==> config.mk <==
export PLATFORM = sky130hd
export DESIGN_NAME = monotone_cubic_tangents_flat
export DESIGN_NICKNAME = d
export VERILOG_FILES = /design/src/rtl/core/mct_pkg.sv /design/src/rtl/core/mct_if.sv /design/src/rtl/core/monotone_cubic_tangents.sv /design/src/rtl/core/mct_mac.sv /design/src/rtl/core/mct_div.sv /design/src/flat_wrapper.sv
export VERILOG_INCLUDE_DIRS = /design/src /design/src/rtl/core
export SDC_FILE = /design/constraint.sdc
export NUM_CORES = 2
export LEC_CHECK = 0
export BUFFER_PORTS_ARGS = -buffer_cell sky130_fd_sc_hd__buf_4
export CORE_ASPECT_RATIO = 1.5
export CORE_MARGIN = 1
export CORE_UTILIZATION = 38
export DETAILED_ROUTE_END_ITERATION = 10
export GPL_ROUTABILITY_DRIVEN = 0
export MAX_ROUTING_LAYER = met4
export PLACE_DENSITY = 0.51
export SYNTH_ARGS = -nofsm -noshare
export SYNTH_HDL_FRONTEND = slang
export SYNTH_SLANG_ARGS = --single-unit
==> constraint.sdc <==
create_clock -name clock -period 17.41 [get_ports clock]
set_input_delay 1.741 -clock clock [delete_from_list [all_inputs] [get_ports clock]]
set_output_delay 1.741 -clock clock [all_outputs]
set_load 0.02 [all_outputs]
==> src/rtl/core/monotone_cubic_tangents_defines.svh <==
// Assertion shorthands for the monotone cubic tangent block.
`ifndef MONOTONE_CUBIC_TANGENTS_DEFINES_SVH
`define MONOTONE_CUBIC_TANGENTS_DEFINES_SVH

// Check on every clock edge outside reset.
`define MCT_ASSERT(name, prop, msg) \
   name: assert property (@(posedge clock) disable iff (reset) prop) else $error(msg);

// Check on every clock edge, reset included.
`define MCT_ASSERT_ALWAYS(name, prop, msg) \
   name: assert property (@(posedge clock) prop) else $error(msg);

`endif

==> src/rtl/core/mct_pkg.sv <==
package mct_pkg;

   localparam int MAX_POINTS = 256;
   localparam int FRAC_BITS  = 16;

   localparam int CNT_W  = $clog2(MAX_POINTS);
   localparam int IDX_W  = 8;
   localparam int VAL_W  = 17;
   localparam int SPAN_W = VAL_W + 1;
   localparam int TAN_W  = 34;

   // interior datapath widths
   localparam int SMAG_W = TAN_W;
   localparam int H_W    = VAL_W;
   localparam int W_W    = H_W + 2;
   localparam int K_W    = W_W + 1;
   localparam int PROD_W = SMAG_W + K_W;
   localparam int DEN_W  = SMAG_W + W_W + 1;
   localparam int NUM_W  = 2 * SMAG_W + K_W;

   // divider widths: quotient bits cover both the secant and the mean
   localparam int QW     = (TAN_W > VAL_W + FRAC_BITS) ? TAN_W : VAL_W + FRAC_BITS;
   localparam int REM_W  = DEN_W + 1;
   localparam int QCNT_W = $clog2(QW + 1);

   localparam int NUM_CHUNKS = (PROD_W + K_W - 1) / K_W;
   localparam int SHIFT_W    = $clog2(NUM_CHUNKS);

   // multiply sequence steps
   localparam int MS_P     = 0;
   localparam int MS_PCAP  = 2;
   localparam int MS_DEN1  = 3;
   localparam int MS_DCAP  = 5;
   localparam int MS_NUM0  = MS_DCAP;
   localparam int MS_START = MS_NUM0 + NUM_CHUNKS + 1;
   localparam int STEP_W   = $clog2(MS_START + 1);

   localparam logic [TAN_W-1:0] TAN_MAX_U = {1'b0, {(TAN_W-1){1'b1}}};

   typedef enum logic [2:0] {
      ST_IDLE,
      ST_SEC,
      ST_TAN,
      ST_MUL,
      ST_DIV,
      ST_EMIT_A,
      ST_EMIT_B
   } state_type;

   typedef struct packed {
      logic               issue;
      logic               clear;
      logic [SHIFT_W-1:0] chunk;
   } mac_ctl_type;

   typedef struct packed {
      logic ld_den;
      logic start;
   } div_ctl_type;

   // Apply sign to a quotient magnitude and clamp to the tangent range.
   function automatic logic [TAN_W-1:0] sat_tan(input logic [QW-1:0] q, input logic neg);
      logic [QW-1:0] tmax;
      logic [QW-1:0] tmin_mag;
      logic [QW-1:0] m;
      tmax     = QW'(TAN_MAX_U);
      tmin_mag = tmax + QW'(1);
      if (neg) begin
         m = (q > tmin_mag) ? tmin_mag : q;
         return TAN_W'(0) - TAN_W'(m);
      end else begin
         m = (q > tmax) ? tmax : q;
         return TAN_W'(m);
      end
   endfunction

endpackage

==> src/rtl/core/mct_if.sv <==
interface mct_req_if;
   logic                          valid;
   logic                          ready;
   logic [mct_pkg::VAL_W-1:0]     point_time;
   logic [mct_pkg::VAL_W-1:0]     point_value;
   logic                          last_point;

   modport source (output valid, output point_time, output point_value, output last_point,
                   input ready);
   modport sink   (input valid, input point_time, input point_value, input last_point,
                   output ready);
endinterface

interface mct_rsp_if;
   logic                             valid;
   logic                             ready;
   logic [mct_pkg::IDX_W-1:0]        point_index;
   logic signed [mct_pkg::TAN_W-1:0] tangent;
   logic                             last_result;

   modport source (output valid, output point_index, output tangent, output last_result,
                   input ready);
   modport sink   (input valid, input point_index, input tangent, input last_result,
                   output ready);
endinterface

==> src/rtl/core/monotone_cubic_tangents.sv <==
// Monotone cubic (PCHIP) tangent generator. Contour points stream in on req_ch as
// (point_time, point_value) in unsigned Q1.16 with last_point on the final beat;
// tangents stream out on rsp_ch in signed Q.16, one beat per point, in point order,
// with last_result on the final one. The first point of a contour gives no beat, each
// later point gives the tangent of the point before it, and the last point also gives
// its own, so a beat lags its point by one. A one-point contour gives tangent 0. Point
// number 255 closes the contour even without last_point. Secant slopes and the
// span-weighted harmonic mean for interior points both run on one radix-2 restoring
// divider that retires one quotient bit per cycle (34 bits per division), fed by one
// registered 34x20 multiply-accumulate unit. A later point whose time does not rise
// skips the divider. Any other later point runs the divider once for its secant when
// its tangent is an endpoint slope or is flat, and then the multiply sequence and the
// divider again when the weighted mean is needed. A closing point emits its own beat
// from a second emit state, and a stalled receiver holds either emit state. req_ch
// is ready only between points, and a finished beat waits in the output register
// while the next point is taken.
`include "monotone_cubic_tangents_defines.svh"

module monotone_cubic_tangents (
   input  logic       clock,
   input  logic       reset,
   mct_req_if.sink    req_ch,
   mct_rsp_if.source  rsp_ch
);

   // contour state
   mct_pkg::state_type           state_ff,      state_in;
   logic [mct_pkg::CNT_W-1:0]    count_ff,      count_in;
   logic [mct_pkg::VAL_W-1:0]    prev_time_ff,  prev_time_in;
   logic [mct_pkg::VAL_W-1:0]    prev_value_ff, prev_value_in;
   logic [mct_pkg::SPAN_W-1:0]   prev_span_ff,  prev_span_in;
   logic [mct_pkg::TAN_W-1:0]    prev_slope_ff, prev_slope_in;

   // current point
   logic [mct_pkg::VAL_W-1:0]    t_ff,     t_in;
   logic [mct_pkg::VAL_W-1:0]    v_ff,     v_in;
   logic                         last_ff,  last_in;
   logic [mct_pkg::SPAN_W-1:0]   span_ff,  span_in;
   logic                         neg_ff,   neg_in;
   logic [mct_pkg::TAN_W-1:0]    slope_ff, slope_in;
   logic [mct_pkg::TAN_W-1:0]    tan_ff,   tan_in;
   logic [mct_pkg::STEP_W-1:0]   step_ff,  step_in;
   logic [mct_pkg::PROD_W-1:0]   p_ff,     p_in;

   // output register
   logic                         rsp_valid_ff, rsp_valid_in;
   logic [mct_pkg::IDX_W-1:0]    rsp_idx_ff,   rsp_idx_in;
   logic [mct_pkg::TAN_W-1:0]    rsp_tan_ff,   rsp_tan_in;
   logic                         rsp_last_ff,  rsp_last_in;

   // shared units
   mct_pkg::mac_ctl_type         mac_ctl;
   logic [mct_pkg::SMAG_W-1:0]   mac_a;
   logic [mct_pkg::K_W-1:0]      mac_b;
   logic [mct_pkg::NUM_W-1:0]    mac_acc;
   mct_pkg::div_ctl_type         div_ctl;
   logic [mct_pkg::NUM_W-1:0]    div_num;
   logic [mct_pkg::DEN_W-1:0]    div_den;
   logic                         div_done;
   logic [mct_pkg::QW-1:0]       div_quo;

   // helpers
   logic                         rsp_free;
   logic                         out_load;
   logic                         out_last;
   logic                         force_last;
   logic [mct_pkg::SPAN_W-1:0]   span_new;
   logic [mct_pkg::SPAN_W-1:0]   diff_new;
   logic [mct_pkg::SPAN_W-1:0]   diff_abs;
   logic                         span_pos;
   logic [mct_pkg::SMAG_W-1:0]   ua;
   logic [mct_pkg::SMAG_W-1:0]   ub;
   logic [mct_pkg::W_W-1:0]      w1;
   logic [mct_pkg::W_W-1:0]      w2;
   logic [mct_pkg::K_W-1:0]      wsum;
   logic                         flat;
   logic [mct_pkg::NUM_CHUNKS*mct_pkg::K_W-1:0] p_ext;
   logic [mct_pkg::SHIFT_W-1:0]  chunk_idx;

   mct_mac u_mac (
      .clock (clock),
      .reset (reset),
      .ctl   (mac_ctl),
      .op_a  (mac_a),
      .op_b  (mac_b),
      .acc   (mac_acc)
   );

   mct_div u_div (
      .clock (clock),
      .reset (reset),
      .ctl   (div_ctl),
      .num   (div_num),
      .den   (div_den),
      .done  (div_done),
      .quo   (div_quo)
   );

   // Point arithmetic that feeds the sequencer.
   always_comb begin
      span_new = mct_pkg::SPAN_W'(req_ch.point_time) - mct_pkg::SPAN_W'(prev_time_ff);
      diff_new = mct_pkg::SPAN_W'(req_ch.point_value) - mct_pkg::SPAN_W'(prev_value_ff);
      diff_abs = diff_new[mct_pkg::SPAN_W-1] ? (~diff_new + mct_pkg::SPAN_W'(1)) : diff_new;
      span_pos = !span_new[mct_pkg::SPAN_W-1] && (span_new != '0);
      force_last = count_ff >= mct_pkg::CNT_W'(mct_pkg::MAX_POINTS - 1);

      // slope magnitudes and span weights for the interior mean
      ua = prev_slope_ff[mct_pkg::TAN_W-1] ? (~prev_slope_ff + mct_pkg::TAN_W'(1))
                                            : prev_slope_ff;
      ub = slope_ff[mct_pkg::TAN_W-1] ? (~slope_ff + mct_pkg::TAN_W'(1)) : slope_ff;
      w1 = mct_pkg::W_W'({span_ff[mct_pkg::H_W-1:0], 1'b0})
         + mct_pkg::W_W'(prev_span_ff[mct_pkg::H_W-1:0]);
      w2 = mct_pkg::W_W'(span_ff[mct_pkg::H_W-1:0])
         + mct_pkg::W_W'({prev_span_ff[mct_pkg::H_W-1:0], 1'b0});
      wsum = mct_pkg::K_W'(w1) + mct_pkg::K_W'(w2);

      // flat when a slope is zero, the signs differ, or a span is not positive
      flat = (prev_slope_ff == '0) || (slope_ff == '0)
          || (prev_slope_ff[mct_pkg::TAN_W-1] != slope_ff[mct_pkg::TAN_W-1])
          || prev_span_ff[mct_pkg::SPAN_W-1] || (prev_span_ff == '0)
          || span_ff[mct_pkg::SPAN_W-1] || (span_ff == '0);

      p_ext     = (mct_pkg::NUM_CHUNKS*mct_pkg::K_W)'(p_ff);
      chunk_idx = mct_pkg::SHIFT_W'(step_ff - mct_pkg::STEP_W'(mct_pkg::MS_NUM0));
   end

   // Sequencer: next state, shared-unit commands and output loads.
   always_comb begin
      state_in      = state_ff;
      count_in      = count_ff;
      prev_time_in  = prev_time_ff;
      prev_value_in = prev_value_ff;
      prev_span_in  = prev_span_ff;
      prev_slope_in = prev_slope_ff;
      t_in          = t_ff;
      v_in          = v_ff;
      last_in       = last_ff;
      span_in       = span_ff;
      neg_in        = neg_ff;
      slope_in      = slope_ff;
      tan_in        = tan_ff;
      step_in       = step_ff;
      p_in          = p_ff;

      mac_ctl  = '0;
      mac_a    = '0;
      mac_b    = '0;
      div_ctl  = '0;
      div_num  = '0;
      div_den  = '0;
      out_load = 1'b0;
      out_last = 1'b0;
      rsp_idx_in = rsp_idx_ff;
      rsp_tan_in = rsp_tan_ff;

      rsp_free = !rsp_valid_ff || rsp_ch.ready;

      unique case (state_ff)
         mct_pkg::ST_IDLE: begin
            if (req_ch.valid) begin
               t_in     = req_ch.point_time;
               v_in     = req_ch.point_value;
               last_in  = req_ch.last_point || force_last;
               span_in  = span_new;
               neg_in   = diff_new[mct_pkg::SPAN_W-1];
               slope_in = '0;
               if (count_ff == '0) begin
                  if (req_ch.last_point || force_last) begin
                     state_in = mct_pkg::ST_EMIT_B;
                  end else begin
                     // open the contour
                     prev_time_in  = req_ch.point_time;
                     prev_value_in = req_ch.point_value;
                     prev_span_in  = '0;
                     prev_slope_in = '0;
                     count_in      = mct_pkg::CNT_W'(1);
                  end
               end else if (span_pos) begin
                  // secant: |dv| << FRAC_BITS over the span
                  div_ctl  = '{ld_den: 1'b1, start: 1'b1};
                  div_num  = mct_pkg::NUM_W'({diff_abs[mct_pkg::VAL_W-1:0],
                                             {mct_pkg::FRAC_BITS{1'b0}}});
                  div_den  = mct_pkg::DEN_W'(span_new[mct_pkg::VAL_W-1:0]);
                  state_in = mct_pkg::ST_SEC;
               end else begin
                  state_in = mct_pkg::ST_TAN;
               end
            end
         end

         mct_pkg::ST_SEC: begin
            if (div_done) begin
               slope_in = mct_pkg::sat_tan(div_quo, neg_ff);
               state_in = mct_pkg::ST_TAN;
            end
         end

         mct_pkg::ST_TAN: begin
            priority if (count_ff == mct_pkg::CNT_W'(1)) begin
               tan_in   = slope_ff;
               state_in = mct_pkg::ST_EMIT_A;
            end else if (flat) begin
               tan_in   = '0;
               state_in = mct_pkg::ST_EMIT_A;
            end else begin
               step_in  = '0;
               state_in = mct_pkg::ST_MUL;
            end
         end

         mct_pkg::ST_MUL: begin
            // build p = |b|*(w1+w2), den = w1*|b| + w2*|a|, num = |a|*p
            step_in = step_ff + mct_pkg::STEP_W'(1);
            priority if (step_ff == mct_pkg::STEP_W'(mct_pkg::MS_P)) begin
               mac_ctl = '{issue: 1'b1, clear: 1'b1, chunk: '0};
               mac_a   = ub;
               mac_b   = wsum;
            end else if (step_ff == mct_pkg::STEP_W'(mct_pkg::MS_PCAP)) begin
               p_in    = mac_acc[mct_pkg::PROD_W-1:0];
               mac_ctl = '{issue: 1'b1, clear: 1'b1, chunk: '0};
               mac_a   = ub;
               mac_b   = mct_pkg::K_W'(w1);
            end else if (step_ff == mct_pkg::STEP_W'(mct_pkg::MS_DEN1)) begin
               mac_ctl = '{issue: 1'b1, clear: 1'b0, chunk: '0};
               mac_a   = ua;
               mac_b   = mct_pkg::K_W'(w2);
            end else if (step_ff >= mct_pkg::STEP_W'(mct_pkg::MS_NUM0)
                      && step_ff <  mct_pkg::STEP_W'(mct_pkg::MS_NUM0 + mct_pkg::NUM_CHUNKS)) begin
               if (step_ff == mct_pkg::STEP_W'(mct_pkg::MS_DCAP)) begin
                  div_ctl.ld_den = 1'b1;
                  div_den        = mac_acc[mct_pkg::DEN_W-1:0];
               end
               mac_ctl = '{issue: 1'b1,
                           clear: (step_ff == mct_pkg::STEP_W'(mct_pkg::MS_NUM0)),
                           chunk: chunk_idx};
               mac_a   = ua;
               mac_b   = p_ext[int'(chunk_idx)*mct_pkg::K_W +: mct_pkg::K_W];
            end else if (step_ff == mct_pkg::STEP_W'(mct_pkg::MS_START)) begin
               div_ctl.start = 1'b1;
               div_num       = mac_acc;
               state_in      = mct_pkg::ST_DIV;
            end else begin
               // pipeline drain cycles
               mac_ctl = '0;
            end
         end

         mct_pkg::ST_DIV: begin
            if (div_done) begin
               tan_in   = mct_pkg::sat_tan(div_quo, prev_slope_ff[mct_pkg::TAN_W-1]);
               state_in = mct_pkg::ST_EMIT_A;
            end
         end

         mct_pkg::ST_EMIT_A: begin
            // tangent of the previous point
            if (rsp_free) begin
               out_load   = 1'b1;
               rsp_idx_in = mct_pkg::IDX_W'(count_ff - mct_pkg::CNT_W'(1));
               rsp_tan_in = tan_ff;
               if (last_ff) begin
                  state_in = mct_pkg::ST_EMIT_B;
               end else begin
                  prev_time_in  = t_ff;
                  prev_value_in = v_ff;
                  prev_span_in  = span_ff;
                  prev_slope_in = slope_ff;
                  count_in      = count_ff + mct_pkg::CNT_W'(1);
                  state_in      = mct_pkg::ST_IDLE;
               end
            end
         end

         mct_pkg::ST_EMIT_B: begin
            // closing point takes the final slope; then drop the contour
            if (rsp_free) begin
               out_load      = 1'b1;
               out_last      = 1'b1;
               rsp_idx_in    = mct_pkg::IDX_W'(count_ff);
               rsp_tan_in    = slope_ff;
               prev_time_in  = '0;
               prev_value_in = '0;
               prev_span_in  = '0;
               prev_slope_in = '0;
               count_in      = '0;
               state_in      = mct_pkg::ST_IDLE;
            end
         end

         default: begin
            state_in = mct_pkg::ST_IDLE;
         end
      endcase

      rsp_valid_in = out_load ? 1'b1 : (rsp_ch.ready ? 1'b0 : rsp_valid_ff);
      rsp_last_in  = out_load ? out_last : rsp_last_ff;
   end

   always_ff @(posedge clock) begin
      if (reset) begin
         state_ff      <= mct_pkg::ST_IDLE;
         count_ff      <= '0;
         prev_time_ff  <= '0;
         prev_value_ff <= '0;
         prev_span_ff  <= '0;
         prev_slope_ff <= '0;
         rsp_valid_ff  <= 1'b0;
      end else begin
         state_ff      <= state_in;
         count_ff      <= count_in;
         prev_time_ff  <= prev_time_in;
         prev_value_ff <= prev_value_in;
         prev_span_ff  <= prev_span_in;
         prev_slope_ff <= prev_slope_in;
         rsp_valid_ff  <= rsp_valid_in;
      end
      t_ff        <= t_in;
      v_ff        <= v_in;
      last_ff     <= last_in;
      span_ff     <= span_in;
      neg_ff      <= neg_in;
      slope_ff    <= slope_in;
      tan_ff      <= tan_in;
      step_ff     <= step_in;
      p_ff        <= p_in;
      rsp_idx_ff  <= rsp_idx_in;
      rsp_tan_ff  <= rsp_tan_in;
      rsp_last_ff <= rsp_last_in;
   end

   assign req_ch.ready       = (state_ff == mct_pkg::ST_IDLE);
   assign rsp_ch.valid       = rsp_valid_ff;
   assign rsp_ch.point_index = rsp_idx_ff;
   assign rsp_ch.tangent     = rsp_tan_ff;
   assign rsp_ch.last_result = rsp_last_ff;

   `MCT_ASSERT(a_no_overwrite, out_load |-> (!rsp_valid_ff || rsp_ch.ready), "output beat overwritten while stalled")
   `MCT_ASSERT_ALWAYS(a_reset_clears, reset |=> (count_ff == '0 && !rsp_valid_ff && state_ff == mct_pkg::ST_IDLE), "reset left contour state behind")
   `MCT_ASSERT(a_last_ends, (out_load && out_last) |=> (count_ff == '0), "contour not closed after final tangent")
   `MCT_ASSERT(a_div_owner, div_done |-> (state_ff == mct_pkg::ST_SEC || state_ff == mct_pkg::ST_DIV), "divider finished with no waiting step")
   `MCT_ASSERT(a_mean_bounded, (state_ff == mct_pkg::ST_DIV && div_done) |-> (div_quo <= mct_pkg::QW'(ua) || div_quo <= mct_pkg::QW'(ub)), "weighted mean above both slopes")

endmodule

==> src/rtl/core/mct_mac.sv <==
module mct_mac (
   input  logic                       clock,
   input  logic                       reset,
   input  mct_pkg::mac_ctl_type       ctl,
   input  logic [mct_pkg::SMAG_W-1:0] op_a,
   input  logic [mct_pkg::K_W-1:0]    op_b,
   output logic [mct_pkg::NUM_W-1:0]  acc
);

   logic [mct_pkg::PROD_W-1:0] prod_ff;
   mct_pkg::mac_ctl_type       ctl_ff;
   logic [mct_pkg::NUM_W-1:0]  acc_ff;
   logic [mct_pkg::NUM_W-1:0]  addend;
   logic [mct_pkg::NUM_W-1:0]  acc_in;

   // align the partial product to its chunk, then clear or add
   always_comb begin
      addend = mct_pkg::NUM_W'(prod_ff) << (mct_pkg::K_W * int'(ctl_ff.chunk));
      acc_in = ctl_ff.clear ? addend : acc_ff + addend;
   end

   always_ff @(posedge clock) begin
      if (reset) begin
         ctl_ff <= '0;
      end else begin
         ctl_ff <= ctl;
      end
      if (ctl.issue) begin
         prod_ff <= op_a * op_b;
      end
      if (ctl_ff.issue) begin
         acc_ff <= acc_in;
      end
   end

   assign acc = acc_ff;

endmodule

==> src/rtl/core/mct_div.sv <==
module mct_div (
   input  logic                      clock,
   input  logic                      reset,
   input  mct_pkg::div_ctl_type      ctl,
   input  logic [mct_pkg::NUM_W-1:0] num,
   input  logic [mct_pkg::DEN_W-1:0] den,
   output logic                      done,
   output logic [mct_pkg::QW-1:0]    quo
);

   logic [mct_pkg::DEN_W-1:0]  den_ff;
   logic [mct_pkg::REM_W-1:0]  rem_ff;
   logic [mct_pkg::QW-1:0]     qn_ff;
   logic [mct_pkg::QCNT_W-1:0] cnt_ff;
   logic                       busy_ff;
   logic                       done_ff;
   logic [mct_pkg::REM_W-1:0]  rem_sh;
   logic [mct_pkg::REM_W-1:0]  rem_sub;
   logic                       fits;

   // one restoring step: shift in the next dividend bit, subtract if it fits
   always_comb begin
      rem_sh  = {rem_ff[mct_pkg::REM_W-2:0], qn_ff[mct_pkg::QW-1]};
      rem_sub = rem_sh - mct_pkg::REM_W'(den_ff);
      fits    = rem_sh >= mct_pkg::REM_W'(den_ff);
   end

   always_ff @(posedge clock) begin
      if (reset) begin
         busy_ff <= 1'b0;
         done_ff <= 1'b0;
         cnt_ff  <= '0;
      end else begin
         done_ff <= 1'b0;
         if (ctl.start) begin
            busy_ff <= 1'b1;
            cnt_ff  <= mct_pkg::QCNT_W'(mct_pkg::QW);
         end else if (busy_ff) begin
            cnt_ff <= cnt_ff - mct_pkg::QCNT_W'(1);
            if (cnt_ff == mct_pkg::QCNT_W'(1)) begin
               busy_ff <= 1'b0;
               done_ff <= 1'b1;
            end
         end
      end
      if (ctl.ld_den) begin
         den_ff <= den;
      end
      if (ctl.start) begin
         rem_ff <= mct_pkg::REM_W'(num[mct_pkg::NUM_W-1:mct_pkg::QW]);
         qn_ff  <= num[mct_pkg::QW-1:0];
      end else if (busy_ff) begin
         rem_ff <= fits ? rem_sub : rem_sh;
         qn_ff  <= {qn_ff[mct_pkg::QW-2:0], fits};
      end
   end

   assign done = done_ff;
   assign quo  = qn_ff;

endmodule

==> src/flat_wrapper.sv <==
// flat-port wrapper written by rule: the top's interface ports become plain ports
module monotone_cubic_tangents_flat 
  (clock, reset, req_ch_valid, req_ch_point_time, req_ch_point_value, req_ch_last_point, req_ch_ready, rsp_ch_valid, rsp_ch_point_index, rsp_ch_tangent, rsp_ch_last_result, rsp_ch_ready);
  mct_req_if req_ch_i ();
  mct_rsp_if rsp_ch_i ();
  input  logic clock;
  input  logic reset;
  input wire logic [$bits(req_ch_i.valid)-1:0] req_ch_valid;
  input wire logic [$bits(req_ch_i.point_time)-1:0] req_ch_point_time;
  input wire logic [$bits(req_ch_i.point_value)-1:0] req_ch_point_value;
  input wire logic [$bits(req_ch_i.last_point)-1:0] req_ch_last_point;
  output wire logic [$bits(req_ch_i.ready)-1:0] req_ch_ready;
  output wire logic [$bits(rsp_ch_i.valid)-1:0] rsp_ch_valid;
  output wire logic [$bits(rsp_ch_i.point_index)-1:0] rsp_ch_point_index;
  output wire logic [$bits(rsp_ch_i.tangent)-1:0] rsp_ch_tangent;
  output wire logic [$bits(rsp_ch_i.last_result)-1:0] rsp_ch_last_result;
  input wire logic [$bits(rsp_ch_i.ready)-1:0] rsp_ch_ready;
  assign req_ch_i.valid = req_ch_valid;
  assign req_ch_i.point_time = req_ch_point_time;
  assign req_ch_i.point_value = req_ch_point_value;
  assign req_ch_i.last_point = req_ch_last_point;
  assign req_ch_ready = req_ch_i.ready;
  assign rsp_ch_valid = rsp_ch_i.valid;
  assign rsp_ch_point_index = rsp_ch_i.point_index;
  assign rsp_ch_tangent = rsp_ch_i.tangent;
  assign rsp_ch_last_result = rsp_ch_i.last_result;
  assign rsp_ch_i.ready = rsp_ch_ready;
  monotone_cubic_tangents u_core (.clock(clock), .reset(reset), .req_ch(req_ch_i), .rsp_ch(rsp_ch_i));
endmodule
-- Word-level counts from Yosys, hierarchy flattened
Cells that the tools add are included.
- flip-flop bits (word level): 617
- output and inout bits: 45
- add/subtract/negate cells: 16
- multipliers: 3
- order comparisons: 6
- equal/unequal tests: 30
- shift-type cells: 2
- multiplexer cells: 134
- bitwise logic cells: 7
- reductions and logical operators: 40
- operators with widths (cell ; count):
    $mux 34 ; 26
    $mux 88 ; 8
    $mux 54 ; 10
    $mux 17 ; 13
    $pmux 34 s2 ; 3
    $pmux 88 s2 ; 1
    $mux 18 ; 6
    $pmux 54 s2 ; 1
    $pmux 17 s3 ; 2
    $pmux 34 s3 ; 1
    $mux 20 ; 5
    $add 88x88->88 ; 1
    $shl 54x32->88 ; 1
    $add 34x1->34 const B ; 2
    $logic_not 34->1 ; 2
    $not 34->34 ; 2
    $mux 8 ; 8
    $shiftx 60x32->20 ; 1
    $ge 55x54->1 ; 1
    $mul 34x20->54 ; 1
    $pmux 18 s3 ; 1
    $sub 54x54->54 ; 1
    $mux 3 ; 15
    $logic_not 18->1 ; 2
    59 further kinds ; 124

-- Depth between registers and ports, before layout
- depth after elaboration: 10
- depth in mapped cells: 45
- gate-level depth less buffers: 44

-- By module
A second synthesis with hierarchy kept.
- cell total of the unflattened synthesis: 7295
- area, all modules: 64712.1 um^2
- modules (own cells, without submodules) (module ; times used ; cells an instance ; area an instance (um^2)):
    mct_mac ; 1 ; 3760 ; 33068.0
    monotone_cubic_tangents ; 1 ; 2519 ; 21754.6
    mct_div ; 1 ; 1016 ; 9889.5

-- Worst setup path before layout
Ideal clock, no wire load.
- path kind: reg-to-reg
- from: register u_core.span_ff[2] in the netlist's numbering
- to: register u_core.u_mac.prod_ff[52] in the netlist's numbering, data pin
- library setup time: 0.258 ns
- data arrival time: 11.033 ns
- required time: 17.152 ns
- slack: 6.119 ns
- stages on the path, launching flop included: 43
- buffers on the path: 1
- cells stage by stage: edfxtp_1 ha_1 a21o_1 a21oi_1 nor2b_1 o21a_1 o21a_1 a21o_1 a21oi_1 mux2_2 o211ai_1 ha_1 a21o_1 a21oi_1 nor3b_1 o311ai_0 a41oi_1 nor2b_1 [... 7 more ...] fa_1 fa_1 fa_1 inv_1 fa_1 inv_1 ha_1 nand2_1 o211ai_1 a21oi_1 nor2b_1 a2111oi_2 o31ai_1 a41oi_1 o21ai_0 or4b_1 a31oi_1 xnor2_1
- word-level cells in the longest chain between the ends: 6
- RTL lines (what ; line ; text):
    start, declared ; monotone_cubic_tangents.sv:38 ; logic [mct_pkg::SPAN_W-1:0] span_ff, span_in;
    start signal, assigned ; monotone_cubic_tangents.sv:320 ; span_ff <= span_in;
    parallel branches: the longest is 3 deep, another holds $add 19x19->20 ; n/a ;
    $mux 20 (*) ; monotone_cubic_tangents.sv:214 ; priority if (step_ff == mct_pkg::STEP_W'(mct_pkg::MS_P)) begin
    $mux 20 (*) ; monotone_cubic_tangents.sv:158 ; unique case (state_ff)
    $mul 34x20->54 (*) ; mct_mac.sv:29 ; prod_ff <= op_a * op_b;
    end signal, assigned ; mct_mac.sv:29 ;
    end, declared ; mct_mac.sv:10 ; logic [mct_pkg::PROD_W-1:0] prod_ff;
Every way passes the cells marked *.
A chain may end at the register's enable or synchronous reset.

-- Worst setup path after layout
- from: register u_core.span_ff[1] in the netlist's numbering
- to: register u_core.u_mac.prod_ff[52] in the netlist's numbering, data pin
Same word-level chain as after synthesis.

==> impl_metrics.csv <==
group,metric,value,unit
status,status,"finished, final reports clean",
cells_and_area,nets,7986,
global_routing,antenna_found_initial,2,
critical_path,path_class,"reg2reg",
detailed_routing,postRouteAntennaNets,0,
sta,finalClockSkew,0.04079,ns
logic_synthesis,yosys-top-cells-area,"edfxtp_1 (24%), fa_1 (18%), ha_1 (8.0%)",
logic_synthesis,synth.distinct_cells,92,
logic_synthesis,avgSynthCellArea,8.900,um2
clocking,cts_htree_levels,2,
detailed_routing,vias_per_cell,5.666,
cells_and_area,seqCellArea,17440,um2
detailed_routing,postRouteWirelength,219800,um
logic_synthesis,synth_ff_type,"edfxtp_1",
sta,finalHoldViolations,0,
pwr,p_per_area,82.31,nW/um2
clocking,clkLatencyLatePin,0.69,ns
sta,min_period,13.32,ns
placement,dpl.hpwl,168900,um
cells_and_area,syn2layout_area_growth,8.007,%
sta,period_share,76.52,%
pwr,ir_drop,0.09012,mV
floorplan,dieArea,168400,um2
logic_synthesis,synth_area_leader_cell,"edfxtp_1",
clocking,cts_tree,"yes",
clocking,clk_pin_slew,0.07,ns
floorplan,die_x,335.4,um
cells_and_area,fin_util,41.33,%
pwr,p_leak,0.02905,uW
logic_synthesis,synth_edf_count,507,
detailed_routing,route.detailed.drc,0,
placement,pre_cts_ws,4.360,ns
floorplan,rows,183,
logic_synthesis,ys_top_cells_by_count,"nand2_1 (1036), inv_1 (811), fa_1 (579)",
floorplan,initial_core_util,38.27,%
detailed_routing,routedWlPerCell,23.78,um
critical_path,start_kind,"register",
clocking,ctsResizeCount,0,
cells_and_area,multi_input_area,41640,um2
sta,tightest_slew,1.301,ns
sta,slew_viol_final,0,
logic_synthesis,synth_top_area_share,24.03,%
logic_synthesis,netlist_instances,7118,
global_routing,grt_max_degree,89,
detailed_routing,drtIter0Drc,3690,
flow_run,maxCapViolations,0,
global_routing,grt_pass1_vias,52198,
floorplan,dieHeight,502.1,um
clocking,numClockSinks,617,
clocking,ctsRootBufferMaster,"clkbuf_16",
floorplan,ios,84,
clocking,postCtsHoldBufs,0,
floorplan,core,165500,um2
logic_synthesis,ys_ff_latch,617,
sta,fin_ws,4.088,ns
detailed_routing,detailedRoute.firstPassIterationCount,6,
global_routing,grt_first_pass_wirelength,328800,um
logic_synthesis,syn_nets,8141,
critical_path,crit_slowest_cell,"a2bb2oi_1",
sta,slew_headroom,12.61,%
critical_path,critPathMaxFanout,14,
placement,port_buffers,83,
global_routing,grt_overflow,0,
critical_path,cpPeakStageDelay,0.86,ns
sta,holdWs,0.4655,ns
sta,tns,0,ns
logic_synthesis,ys_seq_area_share,27.51,%
clocking,cts_inserted_buffers,60,
critical_path,cp_data_required_time,17.82,ns
logic_synthesis,yosysMostFrequentCell,"nand2_1",
cells_and_area,num-fill-cells,16567,
critical_path,worst_path_most_repeated_cell,"fa_1",
sta,rsz0062_at_grt,"false",
clocking,clockBufferDepth,3,
logic_synthesis,synth_area,63350,um2
critical_path,arrival,13.73,ns
critical_path,cp-end-kind,"register",
clocking,postCtsSetupBuffers,0,
sta,setup_viol,0,
logic_synthesis,postSynth.asyncResetShare,0,%
global_routing,grt.total_usage,26.54,%
sta,clock.fmax,75.06,MHz
hold_path,hp-class,"reg2reg",
cells_and_area,drive_gt1_share,6.131,%
logic_synthesis,yosysWarnings,0,
detailed_routing,vias,52361,
## power breakdown
group          switching [uW]  internal (uW)
combinational            1370            737
clock                     651            800
sequential                184           1890
total                    2210           3420
## registers in the layout, summed over array words and instances (netlist names), 6 cells and up
register                   count
u_core.u_mac.acc              88
u_core.p_ff                   54
u_core.u_div.den_ff           54
u_core.u_div.rem_ff           54
u_core.u_mac.prod_ff          54
u_core.prev_slope_ff          34
u_core.rsp_ch.tangent         34
u_core.slope_ff               34
u_core.tan_ff                 34
u_core.u_div.quo              34
u_core.prev_span_ff           18
u_core.span_ff                18
u_core.prev_time_ff           17
u_core.prev_value_ff          17
u_core.t_ff                   17
u_core.v_ff                   17
u_core.count_ff                8
u_core.rsp_ch.point_index      8
u_core.u_div.cnt_ff            6
## layout by cell type, fill, tap and decap left out, types with 169 or more instances in the layout
master and n:
nand2_1 1035, inv_1 811, fa_1 579, edfxtp_1 507, a21oi_1 417, nor2_1 413, ha_1 405, o21ai_0 381
buf_4 187, and2_1 170, xnor2_1 169
## per-layer routing
| metal | track usage (%) | part of all wire [%] |
|---|---|---|
| met1 | 30.90 | 39 |
| met2 | 46.67 | 51 |
| met3 | 2.075 | 4.3 |
| met4 | 11.52 | 4.9 |
| met5 | - | 0 |
## metrics by stage
stage | cells | total power (uW) | instance area, um2
2_1_floorplan | 7118 | 3501 | 63350
3_3_place_gp | 9121 | 4160 | 66310
5_1_grt | 9235 | 5920 | 68410
3_5_place_dp | 9121 | 4175 | 66310
6_report | 9241 | 5632 | 68420
4_1_cts | 9234 | 5645 | 68410
## final timing paths
| kind | start | end | slack, ns | cells after the start |
|---|---|---|---|---|
| worst max register to register | u_core.span_ff[1] | u_core.u_mac.prod_ff[52] | 4.09 | 39 |
| worst min register to register | u_core.prev_span_ff[17] | u_core.prev_span_ff[17] | 0.47 | 2 |
| worst max-delay path | u_core.span_ff[1] | u_core.u_mac.prod_ff[52] | 4.09 | 39 |
| worst min-delay path | u_core.prev_span_ff[17] | u_core.prev_span_ff[17] | 0.47 | 2 |
## area by class of cell
cell class	instances	share of cell area [%]
multi-input cells	5284	60.86
clock buffers	80	2.379
repair buffers	187	2.052
inverters	813	4.460
clock inverters	33	0.6857
well taps	2220	4.059
flip-flops and latches	617	25.48
diodes	7	0.02560
## critical path, delay by kind of cell, from the launching register on
kind	cells	cell delay [ns]
AO/OA/AOI/OAI	17	5.42
adder cells (fa/ha/maj)	11	5.03
AND/OR/NAND/NOR	6	1.68
flip-flops	1	0.50
XOR/XNOR	2	0.24
buffers and inverters	3	0.17
## logic make-up after synthesis
| group | after synthesis | synth area share [%] |
|---|---|---|
| flops | 617 | 27.51 |
| compound gates | 1582 | 16.03 |
| mux | 110 | 1.803 |
| xor+xnor | 329 | 4.548 |
| fa+ha+maj | 984 | 26.30 |
| buf+inv | 1217 | 7.307 |
| simple gates | 2279 | 16.51 |
Power figures use the tool's default switching activity.
